## src/rtl/core/btt_pkg.sv

```systemverilog
// ----------------------------------------------------------------------------
// btt_pkg
// Shared types and constants of the blocked twiddle and transpose pass.
// ----------------------------------------------------------------------------
`default_nettype none

package btt_pkg;

    localparam int SAMPLE_W = 16;
    localparam int CFG_W    = 13;
    localparam int ADDR_W   = 24;

    typedef enum logic [2:0] {
        CFG_ROW_COUNT    = 3'd0,
        CFG_COL_COUNT    = 3'd1,
        CFG_SRC_STRIDE   = 3'd2,
        CFG_DST_STRIDE   = 3'd3,
        CFG_INVERSE_MODE = 3'd4
    } cfg_index_t;

    // One accepted word on its way from the front to the arithmetic back end.
    typedef struct packed {
        logic                       inverse;
        logic                       last;
        logic signed [SAMPLE_W-1:0] twiddle_im;
        logic signed [SAMPLE_W-1:0] twiddle_re;
        logic signed [SAMPLE_W-1:0] sample_im;
        logic signed [SAMPLE_W-1:0] sample_re;
    } btt_item_t;

endpackage

`default_nettype wire

```

## src/rtl/core/blocked_twiddle_transpose.sv

```systemverilog
// ----------------------------------------------------------------------------
// blocked_twiddle_transpose
// Twiddle multiply and transpose pass of a four-step FFT.
// ----------------------------------------------------------------------------
// The block takes one complex Q1.15 sample with its twiddle per clock and
// returns one word per clock, unless the FIFO is full or the output held:
// the rounded, saturated product together with its source and transposed
// destination addresses, with tlast on the final word of the blocked walk.
// The walk counters tag each word on entry, a four-word FIFO holds it, one
// stage forms the partial products and address products, and the output
// register adds, rounds and saturates. The FIFO lets the input keep flowing
// for a few words while the output is held. The user must write configuration
// only while no word is in flight; the block itself does not enforce it.
`default_nettype none

module blocked_twiddle_transpose
    import btt_pkg::*;
#(
    parameter int BLOCK_SIZE = 64,
    parameter int TILE_SIZE  = 4,
    parameter int MAX_DIM    = 4096
) (
    input  wire logic        aclk,
    input  wire logic        aresetn,
    input  wire logic        s_axis_tvalid,
    output logic             s_axis_tready,
    // sample_re, sample_im, twiddle_re, twiddle_im
    input  wire logic [63:0] s_axis_tdata,
    output logic             m_axis_tvalid,
    input  wire logic        m_axis_tready,
    // product_re, product_im, source_addr, dest_addr
    output logic [79:0]      m_axis_tdata,
    // pass_done
    output logic             m_axis_tlast,
    input  wire logic        cfg_we,
    input  wire logic [2:0]  cfg_index,
    input  wire logic [12:0] cfg_data
);

    localparam int CW      = $clog2(MAX_DIM + BLOCK_SIZE + TILE_SIZE + 1);
    localparam int Q_DEPTH = 4;
    localparam int Q_W     = $bits(btt_item_t) + 2 * CW;

    logic [CFG_W-1:0] row_count_reg, col_count_reg;
    logic [CFG_W-1:0] src_stride_reg, dst_stride_reg;
    logic             inverse_mode_reg;

    logic             take, q_full, q_not_empty, q_pop;
    logic [CW-1:0]    walk_row, walk_col;
    logic             walk_last;
    btt_item_t        push_item, pop_item;
    logic [CW-1:0]    pop_row, pop_col;
    logic [Q_W-1:0]   q_push_data, q_pop_data;

    always_ff @(posedge aclk) begin
        if (!aresetn) begin
            row_count_reg    <= CFG_W'(64);
            col_count_reg    <= CFG_W'(64);
            src_stride_reg   <= CFG_W'(64);
            dst_stride_reg   <= CFG_W'(64);
            inverse_mode_reg <= 1'b0;
        end else if (cfg_we) begin
            case (cfg_index)
                CFG_ROW_COUNT:    row_count_reg    <= cfg_data;
                CFG_COL_COUNT:    col_count_reg    <= cfg_data;
                CFG_SRC_STRIDE:   src_stride_reg   <= cfg_data;
                CFG_DST_STRIDE:   dst_stride_reg   <= cfg_data;
                CFG_INVERSE_MODE: inverse_mode_reg <= cfg_data[0];
                default: begin
                end
            endcase
        end
    end

    assign s_axis_tready = !q_full;
    assign take          = s_axis_tvalid && !q_full;

    btt_front #(
        .BLOCK_SIZE (BLOCK_SIZE),
        .TILE_SIZE  (TILE_SIZE),
        .MAX_DIM    (MAX_DIM),
        .CW         (CW)
    ) u_front (
        .aclk      (aclk),
        .aresetn   (aresetn),
        .row_count (row_count_reg),
        .col_count (col_count_reg),
        .take      (take),
        .row       (walk_row),
        .col       (walk_col),
        .last      (walk_last)
    );

    always_comb begin
        push_item.inverse    = inverse_mode_reg;
        push_item.last       = walk_last;
        push_item.sample_re  = s_axis_tdata[15:0];
        push_item.sample_im  = s_axis_tdata[31:16];
        push_item.twiddle_re = s_axis_tdata[47:32];
        push_item.twiddle_im = s_axis_tdata[63:48];
    end

    assign q_push_data = {walk_col, walk_row, push_item};

    btt_queue #(
        .WIDTH (Q_W),
        .DEPTH (Q_DEPTH)
    ) u_queue (
        .aclk      (aclk),
        .aresetn   (aresetn),
        .push      (take),
        .push_data (q_push_data),
        .full      (q_full),
        .pop       (q_pop),
        .not_empty (q_not_empty),
        .pop_data  (q_pop_data)
    );

    assign {pop_col, pop_row, pop_item} = q_pop_data;

    logic back_ready;
    assign q_pop = q_not_empty && back_ready;

    btt_back #(
        .CW (CW)
    ) u_back (
        .aclk          (aclk),
        .aresetn       (aresetn),
        .src_stride    (src_stride_reg),
        .dst_stride    (dst_stride_reg),
        .in_valid      (q_not_empty),
        .in_ready      (back_ready),
        .in_item       (pop_item),
        .in_row        (pop_row),
        .in_col        (pop_col),
        .m_axis_tvalid (m_axis_tvalid),
        .m_axis_tready (m_axis_tready),
        .m_axis_tdata  (m_axis_tdata),
        .m_axis_tlast  (m_axis_tlast)
    );

endmodule

`default_nettype wire

```

## src/rtl/core/btt_front.sv

```systemverilog
// ----------------------------------------------------------------------------
// btt_front
// Walk generator: gives the row and column of the current word in blocked
// tile order and flags the last word of the pass.
// ----------------------------------------------------------------------------
`default_nettype none

module btt_front
    import btt_pkg::*;
#(
    parameter int BLOCK_SIZE = 64,
    parameter int TILE_SIZE  = 4,
    parameter int MAX_DIM    = 4096,
    parameter int CW         = 13
) (
    input  wire logic             aclk,
    input  wire logic             aresetn,
    input  wire logic [CFG_W-1:0] row_count,
    input  wire logic [CFG_W-1:0] col_count,
    input  wire logic             take,
    output logic      [CW-1:0]    row,
    output logic      [CW-1:0]    col,
    output logic                  last
);

    localparam int TW = (TILE_SIZE > 1) ? $clog2(TILE_SIZE) : 1;
    localparam logic [CW-1:0] BLOCK_STEP = CW'(BLOCK_SIZE);
    localparam logic [CW-1:0] TILE_STEP  = CW'(TILE_SIZE);
    localparam logic [TW-1:0] TILE_LAST  = TW'(TILE_SIZE - 1);

    logic [CW-1:0] col_block_base_reg, col_block_base_next;
    logic [CW-1:0] row_block_base_reg, row_block_base_next;
    logic [CW-1:0] tile_row_base_reg, tile_row_base_next;
    logic [CW-1:0] tile_col_base_reg, tile_col_base_next;
    logic [TW-1:0] in_tile_row_reg, in_tile_row_next;
    logic [TW-1:0] in_tile_col_reg, in_tile_col_next;

    logic [CW-1:0] n_rows, n_cols;
    logic [CW-1:0] col_end, row_end;
    logic [CW-1:0] col_block_step, row_block_step;
    logic [CW-1:0] tile_col_step, tile_row_step;
    logic          wrap;

    always_comb begin
        if (row_count == '0) begin
            n_rows = CW'(1);
        end else if (int'(row_count) > MAX_DIM) begin
            n_rows = CW'(MAX_DIM);
        end else begin
            n_rows = CW'(row_count);
        end
        if (col_count == '0) begin
            n_cols = CW'(1);
        end else if (int'(col_count) > MAX_DIM) begin
            n_cols = CW'(MAX_DIM);
        end else begin
            n_cols = CW'(col_count);
        end
    end

    assign col_block_step = col_block_base_reg + BLOCK_STEP;
    assign row_block_step = row_block_base_reg + BLOCK_STEP;
    assign tile_col_step  = tile_col_base_reg + TILE_STEP;
    assign tile_row_step  = tile_row_base_reg + TILE_STEP;
    assign col_end = (col_block_step < n_cols) ? col_block_step : n_cols;
    assign row_end = (row_block_step < n_rows) ? row_block_step : n_rows;

    always_comb begin
        col_block_base_next = col_block_base_reg;
        row_block_base_next = row_block_base_reg;
        tile_row_base_next  = tile_row_base_reg;
        tile_col_base_next  = tile_col_base_reg;
        in_tile_row_next    = in_tile_row_reg;
        in_tile_col_next    = in_tile_col_reg;
        wrap                = 1'b0;
        if (in_tile_col_reg == TILE_LAST) begin
            in_tile_col_next = '0;
            if (in_tile_row_reg == TILE_LAST) begin
                in_tile_row_next = '0;
                if (tile_col_step < col_end) begin
                    tile_col_base_next = tile_col_step;
                end else begin
                    tile_col_base_next = col_block_base_reg;
                    if (tile_row_step < row_end) begin
                        tile_row_base_next = tile_row_step;
                    end else if (row_block_step < n_rows) begin
                        row_block_base_next = row_block_step;
                        tile_row_base_next  = row_block_step;
                    end else begin
                        row_block_base_next = '0;
                        tile_row_base_next  = '0;
                        if (col_block_step < n_cols) begin
                            col_block_base_next = col_block_step;
                            tile_col_base_next  = col_block_step;
                        end else begin
                            col_block_base_next = '0;
                            tile_col_base_next  = '0;
                            wrap                = 1'b1;
                        end
                    end
                end
            end else begin
                in_tile_row_next = in_tile_row_reg + TW'(1);
            end
        end else begin
            in_tile_col_next = in_tile_col_reg + TW'(1);
        end
    end

    always_ff @(posedge aclk) begin
        if (!aresetn) begin
            col_block_base_reg <= '0;
            row_block_base_reg <= '0;
            tile_row_base_reg  <= '0;
            tile_col_base_reg  <= '0;
            in_tile_row_reg    <= '0;
            in_tile_col_reg    <= '0;
        end else if (take) begin
            col_block_base_reg <= col_block_base_next;
            row_block_base_reg <= row_block_base_next;
            tile_row_base_reg  <= tile_row_base_next;
            tile_col_base_reg  <= tile_col_base_next;
            in_tile_row_reg    <= in_tile_row_next;
            in_tile_col_reg    <= in_tile_col_next;
        end
    end

    assign row  = tile_row_base_reg + CW'(in_tile_row_reg);
    assign col  = tile_col_base_reg + CW'(in_tile_col_reg);
    assign last = wrap;

endmodule

`default_nettype wire

```

## src/rtl/core/btt_queue.sv

```systemverilog
// ----------------------------------------------------------------------------
// btt_queue
// Small synchronous FIFO between the walk front end and the arithmetic back.
// ----------------------------------------------------------------------------
`default_nettype none

module btt_queue #(
    parameter int WIDTH = 8,
    parameter int DEPTH = 4
) (
    input  wire logic             aclk,
    input  wire logic             aresetn,
    input  wire logic             push,
    input  wire logic [WIDTH-1:0] push_data,
    output logic                  full,
    input  wire logic             pop,
    output logic                  not_empty,
    output logic      [WIDTH-1:0] pop_data
);

    localparam int PW = (DEPTH > 1) ? $clog2(DEPTH) : 1;
    localparam int NW = $clog2(DEPTH + 1);

    logic [WIDTH-1:0] mem_reg [DEPTH];
    logic [PW-1:0]    wr_ptr_reg, rd_ptr_reg;
    logic [NW-1:0]    count_reg;

    function automatic logic [PW-1:0] bump(input logic [PW-1:0] p);
        bump = (p == PW'(DEPTH - 1)) ? '0 : p + PW'(1);
    endfunction

    always_ff @(posedge aclk) begin
        if (push) begin
            mem_reg[wr_ptr_reg] <= push_data;
        end
    end

    always_ff @(posedge aclk) begin
        if (!aresetn) begin
            wr_ptr_reg <= '0;
            rd_ptr_reg <= '0;
            count_reg  <= '0;
        end else begin
            if (push) begin
                wr_ptr_reg <= bump(wr_ptr_reg);
            end
            if (pop) begin
                rd_ptr_reg <= bump(rd_ptr_reg);
            end
            if (push && !pop) begin
                count_reg <= count_reg + NW'(1);
            end else if (pop && !push) begin
                count_reg <= count_reg - NW'(1);
            end
        end
    end

    assign full      = (count_reg == NW'(DEPTH));
    assign not_empty = (count_reg != '0);
    assign pop_data  = mem_reg[rd_ptr_reg];

endmodule

`default_nettype wire

```

## src/rtl/core/btt_back.sv

```systemverilog
// ----------------------------------------------------------------------------
// btt_back
// Complex multiply with rounding and saturation, and address computation,
// in two pipeline stages ending in the output register.
// ----------------------------------------------------------------------------
`default_nettype none

module btt_back
    import btt_pkg::*;
#(
    parameter int CW = 13
) (
    input  wire logic              aclk,
    input  wire logic              aresetn,
    input  wire logic [CFG_W-1:0]  src_stride,
    input  wire logic [CFG_W-1:0]  dst_stride,
    input  wire logic              in_valid,
    output logic                   in_ready,
    input  wire btt_item_t         in_item,
    input  wire logic [CW-1:0]     in_row,
    input  wire logic [CW-1:0]     in_col,
    output logic                   m_axis_tvalid,
    input  wire logic              m_axis_tready,
    // product_re, product_im, source_addr, dest_addr
    output logic [2*SAMPLE_W+2*ADDR_W-1:0] m_axis_tdata,
    // pass_done
    output logic                   m_axis_tlast
);

    localparam int PROD_W = 2 * SAMPLE_W;
    localparam int AW     = CW + CFG_W;

    logic                     s1_valid_reg;
    logic signed [PROD_W-1:0] p_rr_reg, p_ii_reg, p_ri_reg, p_ir_reg;
    logic [AW-1:0]            src_prod_reg, dst_prod_reg;
    logic [CW-1:0]            s1_row_reg, s1_col_reg;
    logic                     s1_inverse_reg, s1_last_reg;

    logic                     out_valid_reg;
    logic [SAMPLE_W-1:0]      out_re_reg, out_im_reg;
    logic [ADDR_W-1:0]        out_src_reg, out_dst_reg;
    logic                     out_last_reg;

    logic                     out_free, s1_en;
    logic signed [PROD_W:0]   sum_re, sum_im;
    logic [SAMPLE_W-1:0]      prod_re_next, prod_im_next;

    function automatic logic [SAMPLE_W-1:0] round_sat(input logic signed [PROD_W:0] s);
        logic signed [PROD_W+1:0] v;
        logic signed [PROD_W+1:0] q;
        v = (PROD_W+2)'(s) + (PROD_W+2)'(1 << (SAMPLE_W - 2));
        q = v >>> (SAMPLE_W - 1);
        if (q > (PROD_W+2)'(32767)) begin
            round_sat = 16'h7fff;
        end else if (q < -(PROD_W+2)'(32768)) begin
            round_sat = 16'h8000;
        end else begin
            round_sat = q[SAMPLE_W-1:0];
        end
    endfunction

    assign out_free = !out_valid_reg || m_axis_tready;
    assign s1_en    = !s1_valid_reg || out_free;
    assign in_ready = s1_en;

    always_ff @(posedge aclk) begin
        if (!aresetn) begin
            s1_valid_reg <= 1'b0;
        end else if (s1_en) begin
            s1_valid_reg <= in_valid;
        end
    end

    always_ff @(posedge aclk) begin
        if (s1_en && in_valid) begin
            p_rr_reg       <= in_item.sample_re * in_item.twiddle_re;
            p_ii_reg       <= in_item.sample_im * in_item.twiddle_im;
            p_ri_reg       <= in_item.sample_re * in_item.twiddle_im;
            p_ir_reg       <= in_item.sample_im * in_item.twiddle_re;
            src_prod_reg   <= AW'(in_row) * AW'(src_stride);
            dst_prod_reg   <= AW'(in_col) * AW'(dst_stride);
            s1_row_reg     <= in_row;
            s1_col_reg     <= in_col;
            s1_inverse_reg <= in_item.inverse;
            s1_last_reg    <= in_item.last;
        end
    end

    always_comb begin
        if (s1_inverse_reg) begin
            sum_re = (PROD_W+1)'(p_rr_reg) + (PROD_W+1)'(p_ii_reg);
            sum_im = (PROD_W+1)'(p_ir_reg) - (PROD_W+1)'(p_ri_reg);
        end else begin
            sum_re = (PROD_W+1)'(p_rr_reg) - (PROD_W+1)'(p_ii_reg);
            sum_im = (PROD_W+1)'(p_ri_reg) + (PROD_W+1)'(p_ir_reg);
        end
        prod_re_next = round_sat(sum_re);
        prod_im_next = round_sat(sum_im);
    end

    always_ff @(posedge aclk) begin
        if (!aresetn) begin
            out_valid_reg <= 1'b0;
        end else if (out_free) begin
            out_valid_reg <= s1_valid_reg;
        end
    end

    always_ff @(posedge aclk) begin
        if (out_free && s1_valid_reg) begin
            out_re_reg   <= prod_re_next;
            out_im_reg   <= prod_im_next;
            out_src_reg  <= ADDR_W'(src_prod_reg) + ADDR_W'(s1_col_reg);
            out_dst_reg  <= ADDR_W'(dst_prod_reg) + ADDR_W'(s1_row_reg);
            out_last_reg <= s1_last_reg;
        end
    end

    assign m_axis_tvalid = out_valid_reg;
    assign m_axis_tdata  = {out_dst_reg, out_src_reg, out_im_reg, out_re_reg};
    assign m_axis_tlast  = out_last_reg;

endmodule

`default_nettype wire

```

## config.mk

```make
export PLATFORM = sky130hd
export DESIGN_NAME = blocked_twiddle_transpose
export DESIGN_NICKNAME = d
export VERILOG_FILES = /design/src/rtl/core/btt_pkg.sv /design/src/rtl/core/blocked_twiddle_transpose.sv /design/src/rtl/core/btt_front.sv /design/src/rtl/core/btt_queue.sv /design/src/rtl/core/btt_back.sv
export SDC_FILE = /design/constraint.sdc
export NUM_CORES = 2
export LEC_CHECK = 0
export BUFFER_PORTS_ARGS = -buffer_cell sky130_fd_sc_hd__buf_2
export CAP_MARGIN = 20
export CORE_ASPECT_RATIO = 0.9
export CORE_MARGIN = 1.5
export CORE_UTILIZATION = 60
export DETAILED_ROUTE_END_ITERATION = 10
export MAX_ROUTING_LAYER = met4
export PLACE_DENSITY = 0.84
export SYNTH_ARGS = -nofsm -noshare
export SYNTH_HDL_FRONTEND = slang
export SYNTH_SLANG_ARGS = --single-unit
```

## constraint.sdc

```tcl
create_clock -name aclk -period 26 [get_ports aclk]
set_clock_uncertainty 0.05 [all_clocks]
set_input_delay 3.9 -clock aclk [delete_from_list [all_inputs] [get_ports aclk]]
set_output_delay 3.9 -clock aclk [all_outputs]
set_load 0.01 [all_outputs]
```

# == Yosys cells after proc, flatten, opt, wreduce, memory -nomap -nowiden ==
# Memories as Yosys holds them, arrays and structs flattened. A register that Yosys moved wholly into a read port is not among the register bits.
# Index checks and enable logic that the tools add are counted.
# Widths: inputs -> output; s select.
# classes
multipliers,6
mux,32
bitwise_logic,2
add_sub_neg,20
order_cmp,10
reduce_logical,26
n_eq_ne,9
# op_table
operator,n
$mux 13,12
$mul 16x16->32,4
$add 33x16->34 const B,2
$add 32x32->33,2
$mux 33,2
$sub 32x32->33,2
$lt 13x13->1,4
$add 24x13->24,2
$mul 13x13->24,2
$gt 19x16->1 const B,2
$lt 19x16->1 const B,2
$mux 16,2
$add 13x2->13,2
$add 13x3->13 const B,2
$add 13x7->13 const B,2
$gt 13x13->1 const B,2
$logic_not 13->1,2
$mux 2,6
$reduce_and 2->1,6
$add 2x1->2 const B,4
$eq 2x2->1 const B,4
$mux 1,8
$eq 3x2->1 const B,2
$eq 3x3->1 const B,2
14 further kinds,25
# word_totals
ram_bits,368
ff_bits,403
input_bits,85
n_memories,1
wordCells,137
# memory_table
name,words,word_bits,rd,rd_ports_with_merged_regs,write_ports,line_no,source
u_queue.mem_reg,4,92,1,1,1,btt_queue.sv:24,logic [WIDTH-1:0] mem_reg [DEPTH];

# == Logic depth before layout (Yosys ltp) ==
# logic_depth
ltp_word,10
mapped_depth,33
mapped_depth_nobuf,29

# == Modules after synthesis ==
# Synthesis repeated with hierarchy kept, for this count alone.
# hier_totals
cells_unflattened,8149
area_unflattened_um2,84992.8
# by_module_without_submodules
module,instances,area_per_inst_um2,seq_area_each_um2,cells_each
btt_back,1,64265.4,8598.2,6784
btt_queue,1,13735.7,11230.8,524
btt_front,1,5006.1,1121.1,647
blocked_twiddle_transpose,1,1985.7,1061.0,194

# == Worst setup path after synthesis ==
# OpenSTA, ideal clock, no wires.
# synth_path
kind,input to register
start,input port m_axis_tready
end,register u_queue.count_reg[2]
stages,9
setup_slack_ps,9782
arrival_ps,16097
n_path_buf,0
cell_sequence,nor2b_1 a21oi_1 inv_1 ha_1 inv_1 fa_1 xor2_1 or3_1 a21oi_1
# synth_via
elab_chain_cells,6
# synth_lines
item,line_no,source
start: declaration,blocked_twiddle_transpose.sv:30,"input wire logic m_axis_tready,"
$logic_or 1x1->1 *,btt_back.sv:62,assign out_free = !out_valid_reg || m_axis_tready;
$logic_or 1x1->1 *,btt_back.sv:63,assign s1_en = !s1_valid_reg || out_free;
$logic_and 1x1->1 *,blocked_twiddle_transpose.sv:122,assign q_pop = q_not_empty && back_ready;
net q_pop,blocked_twiddle_transpose.sv:48,"logic take, q_full, q_not_empty, q_pop;"
$logic_not 1->1,btt_queue.sv:50,if (push && !pop) begin
$logic_and 1x1->1,btt_queue.sv:50,
$mux 3 / $reduce_bool 2->1 (equally long branches),n/a,
end signal: assignment,btt_queue.sv:51,count_reg <= count_reg + NW'(1);
end signal: assignment,btt_queue.sv:53,count_reg <= count_reg - NW'(1);
end: declaration,btt_queue.sv:26,logic [NW-1:0] count_reg;
# The timed path passes the listed nets; every way through them passes the cells marked *.
# A chain may end at the register's enable or synchronous reset.

==> key figures <==
Detailed routing
  – Post-DRT Antenna Nets: 0
  – Drt first pass iters: 7
  – Routed wire length: 233 mm
  – Drt drc: 0
  – Vias/cell: 5.98
  – DR WL/cell: 22.3 µm
  – Starting DRC count in detailed routing: 7201
  – Vias: approximately 63000

GRT
  – Initial antenna violation count: 14
  – Vias in the first global route: about 65000
  – Global route total overflow: 0
  – GR Util All Layers: 33.9%
  – First-pass GRT wire length: 362 mm
  – Pin count of the biggest net entering global routing: 86

Clocking
  – Max clock buf depth: 3
  – Worst-path clk slew: 0.07 ns
  – CTS tree: yes
  – Hold-fix buffers at CTS: 0
  – Clock root cell: clkbuf_16
  – # Post-CTS Setup Buffers: 0
  – CTS sink count: 773
  – Worst skew pair latency: 0.75 ns
  – Resize count post-CTS: 0
  – Total CTS buffers: 83
  – # H-tree levels: 3

Synthesis
  – Adder-cell share of the synthesized area: 39.6%
  – Simple-gate portion of the synthesized area: 12.3%
  – Async set-or-reset flop fraction in the synthesized netlist: 0%
  – Seq cells post-synth: 773
  – Avg Inst Size Synth: roughly 10 µm²
  – Synthesized instance count: between 8000 and 9000
  – Largest family of logic cells by synthesized area: adder cells
  – Post-synthesis compound-gate area fraction: 6.82%
  – Yosys Warn Count: 0
  – Yosys cell types: 90
  – Syn_nets: 10461
  – Sequential area share after synthesis: about a quarter
  – Cell area after synthesis: 84700 µm²
  – Number of enable flip-flop cells after synthesis: 653
  – Mux cell area share after synthesis: under 10%
  – Primary FF master, synth: edfxtp_1
  – Synth Area in XOR/XNOR: approximately 4.1%

STA
  – Final hold vios: 0
  – WHS: between 0.4 and 0.5 ns
  – Period Utilization, post-route: 37.3%
  – Setup total negative slack: 0 ns
  – Unrepaired setup endpoints after global routing: no
  – Max-slew headroom: 15.7%
  – Final min period: 9.70 ns
  – Worst-Margin Slew: 1.26 ns
  – Max Freq: 0.103 GHz
  – Setup violators final: 0
  – Max-slew violation count: 0

Finish
  – Layout Nets: between 10000 and 15000
  – Commonest non-fill, non-tap cell in the layout: inv_1
  – Ratio of cells with drive above 1 in the final layout: approximately 6.6%
  – Most frequent cells in the layout: inv_1, fa_1, nand2_1
  – Area growth, synth to finish: 6.63%
  – Max reg flops: 368
  – Fillers: between 10000 and 15000

Critical path
  – Crit path max-delay family: adder cells
  – CP Buf/Inv Count: 4
  – Crit path max fanout: 53
  – Worst EP arrival: about 10 ns
  – Crit Path Category: reg -> reg
  – Startpoint types: flip-flop
  – CP cell instances: buf_4, mux2i_1, nand2_1, o21a_1, nand2_1, fa_1, inv_1, fa_1, inv_1, fa_1, fa_1, fa_1, fa_1, inv_1, ha_1, nand4_1, a211oi_1, a311oi_1, a31oi_1, a21oi_1, o311ai_0, mux2i_1, nand4_1
  – CP max stage cell: o21a_1
  – Max stage delay on crit path: roughly 0.94 ns
  – Critical Path Most Common Cell: fa_1
  – CP Capture Type: flip-flop
  – Worst EP required: 26.44 ns

Outcome
  – Status: finished, final reports clean

Hold path
  – Min-Delay Path Class: reg -> reg

Placed design
  – Final RePlAce weighted congestion: slightly above 1
  – Post-DP HPWL: 174 mm
  – Port Buffers: around 170

Floorplan
  – Die Wd: 399 µm
  – Core Area: 140000 µm²
  – Rows: 130
  – Die Area: roughly 140000 µm²
  – # IOs: 168
  – Die H: 359 µm
  – Starting Density: roughly 60%

Job
  – MaxCap Viol Count: 0
-- final cells by class --
cell class / count / area [µm²] / area share (%)
flip-flops and latches: 773 / 22000 / 24.4
well taps: 1848 / 2310 / 2.56
clock buffers: 101 / 2150 / 2.39
multi-input cells: 5780 / 55600 / 61.5
diodes: 15 / 37.5 / 0.0416
clock inverters: 52 / 531 / 0.587
inverters: 1604 / 6020 / 6.67
repair buffers: 276 / 1680 / 1.86
-- routing by layer --
layer  routed length, µm  GRT usage [%]  vias to the layer above
met3               33800           11.7                      848
met2               98500           47.7                     4009
met4               12600           15.1                        0
met5                   0              -                        -
li1                    -              -                    26918
met1               87900           44.5                    30736
-- cell families (layout without fill, tap and decap cells) --
logic type | Yosys count | after routing
buf+inv | 1921 | 2033
xor+xnor | 396 | 396
flops | 773 | 773
simple gates | 2407 | 2407
fa+ha+maj | 1902 | 1902
other cells | 0 | 15
compound gates | 905 | 905
mux | 170 | 170
-- worst register-to-register path: stages, from the launching register on --
cell      delay, ns
dfxtp_4        0.60
buf_4          0.71
mux2i_1        0.25
nand2_1        0.15
o21a_1         0.94
nand2_1        0.45
fa_1           0.66
inv_1          0.07
fa_1           0.53
inv_1          0.33
fa_1           0.53
fa_1           0.58
fa_1           0.43
fa_1           0.49
inv_1          0.04
ha_1           0.43
nand4_1        0.19
a211oi_1       0.43
a311oi_1       0.20
a31oi_1        0.33
a21oi_1        0.15
o311ai_0       0.56
mux2i_1        0.24
nand4_1        0.10
-- Yosys cell counts (28+ instances only) --
cell	number	area share (%)
xnor2_1	294	3.0
mux2_2	55	0.73
nor2_1	704	3.1
nor2b_1	41	0.30
dfxtp_1	120	2.8
clkbuf_1	283	1.3
and2_1	172	1.3
and3_1	46	0.34
xor2_1	102	1.1
nor3_1	88	0.52
o21ai_0	146	0.86
buf_1	28	0.12
a21oi_1	292	1.7
ha_1	609	9.0
mux4_2	39	1.0
inv_1	1601	7.1
edfxtp_1	653	23
mux2i_1	76	0.90
nand3_1	91	0.54
o21a_1	97	0.86
nand2_1	1112	4.9
o21bai_1	40	0.35
fa_1	1293	31
o21ai_1	40	0.24
a21o_1	77	0.68
a31oi_1	35	0.26
-- path summary, 6_finish.rpt --
path | from | end | slack, ns | depth (start not counted)
worst max-delay path | flip-flop | u_back.p_ri_reg[31]$_DFFE_PP_ | 16.30 | 23
worst max register to register | flip-flop | u_back.p_ri_reg[31]$_DFFE_PP_ | 16.30 | 23
worst min-delay path | col_count_reg[8]$_SDFFE_PN0P_ | col_count_reg[8]$_SDFFE_PN0P_ | 0.43 | 2
worst min register to register | col_count_reg[8]$_SDFFE_PN0P_ | col_count_reg[8]$_SDFFE_PN0P_ | 0.43 | 2
-- stage by stage --
step / area (µm²) / util (%) / std cells / worst slack (ns)
after floorplan: 84700 / - / 8474 / 9.78
after global placement: 87500 / 62.6 / 10278 / 16.40
after detailed placement: 87500 / 62.6 / 10278 / 16.21
after CTS: 90200 / 64.5 / 10431 / 16.20
after global routing: 90300 / 64.6 / 10446 / 15.83
final: 90300 / 64.6 / 10449 / 16.30
Power is left out: the tool's default activity adds up to more than one toggle a clock period on the data nets, which glitch-free logic cannot reach.
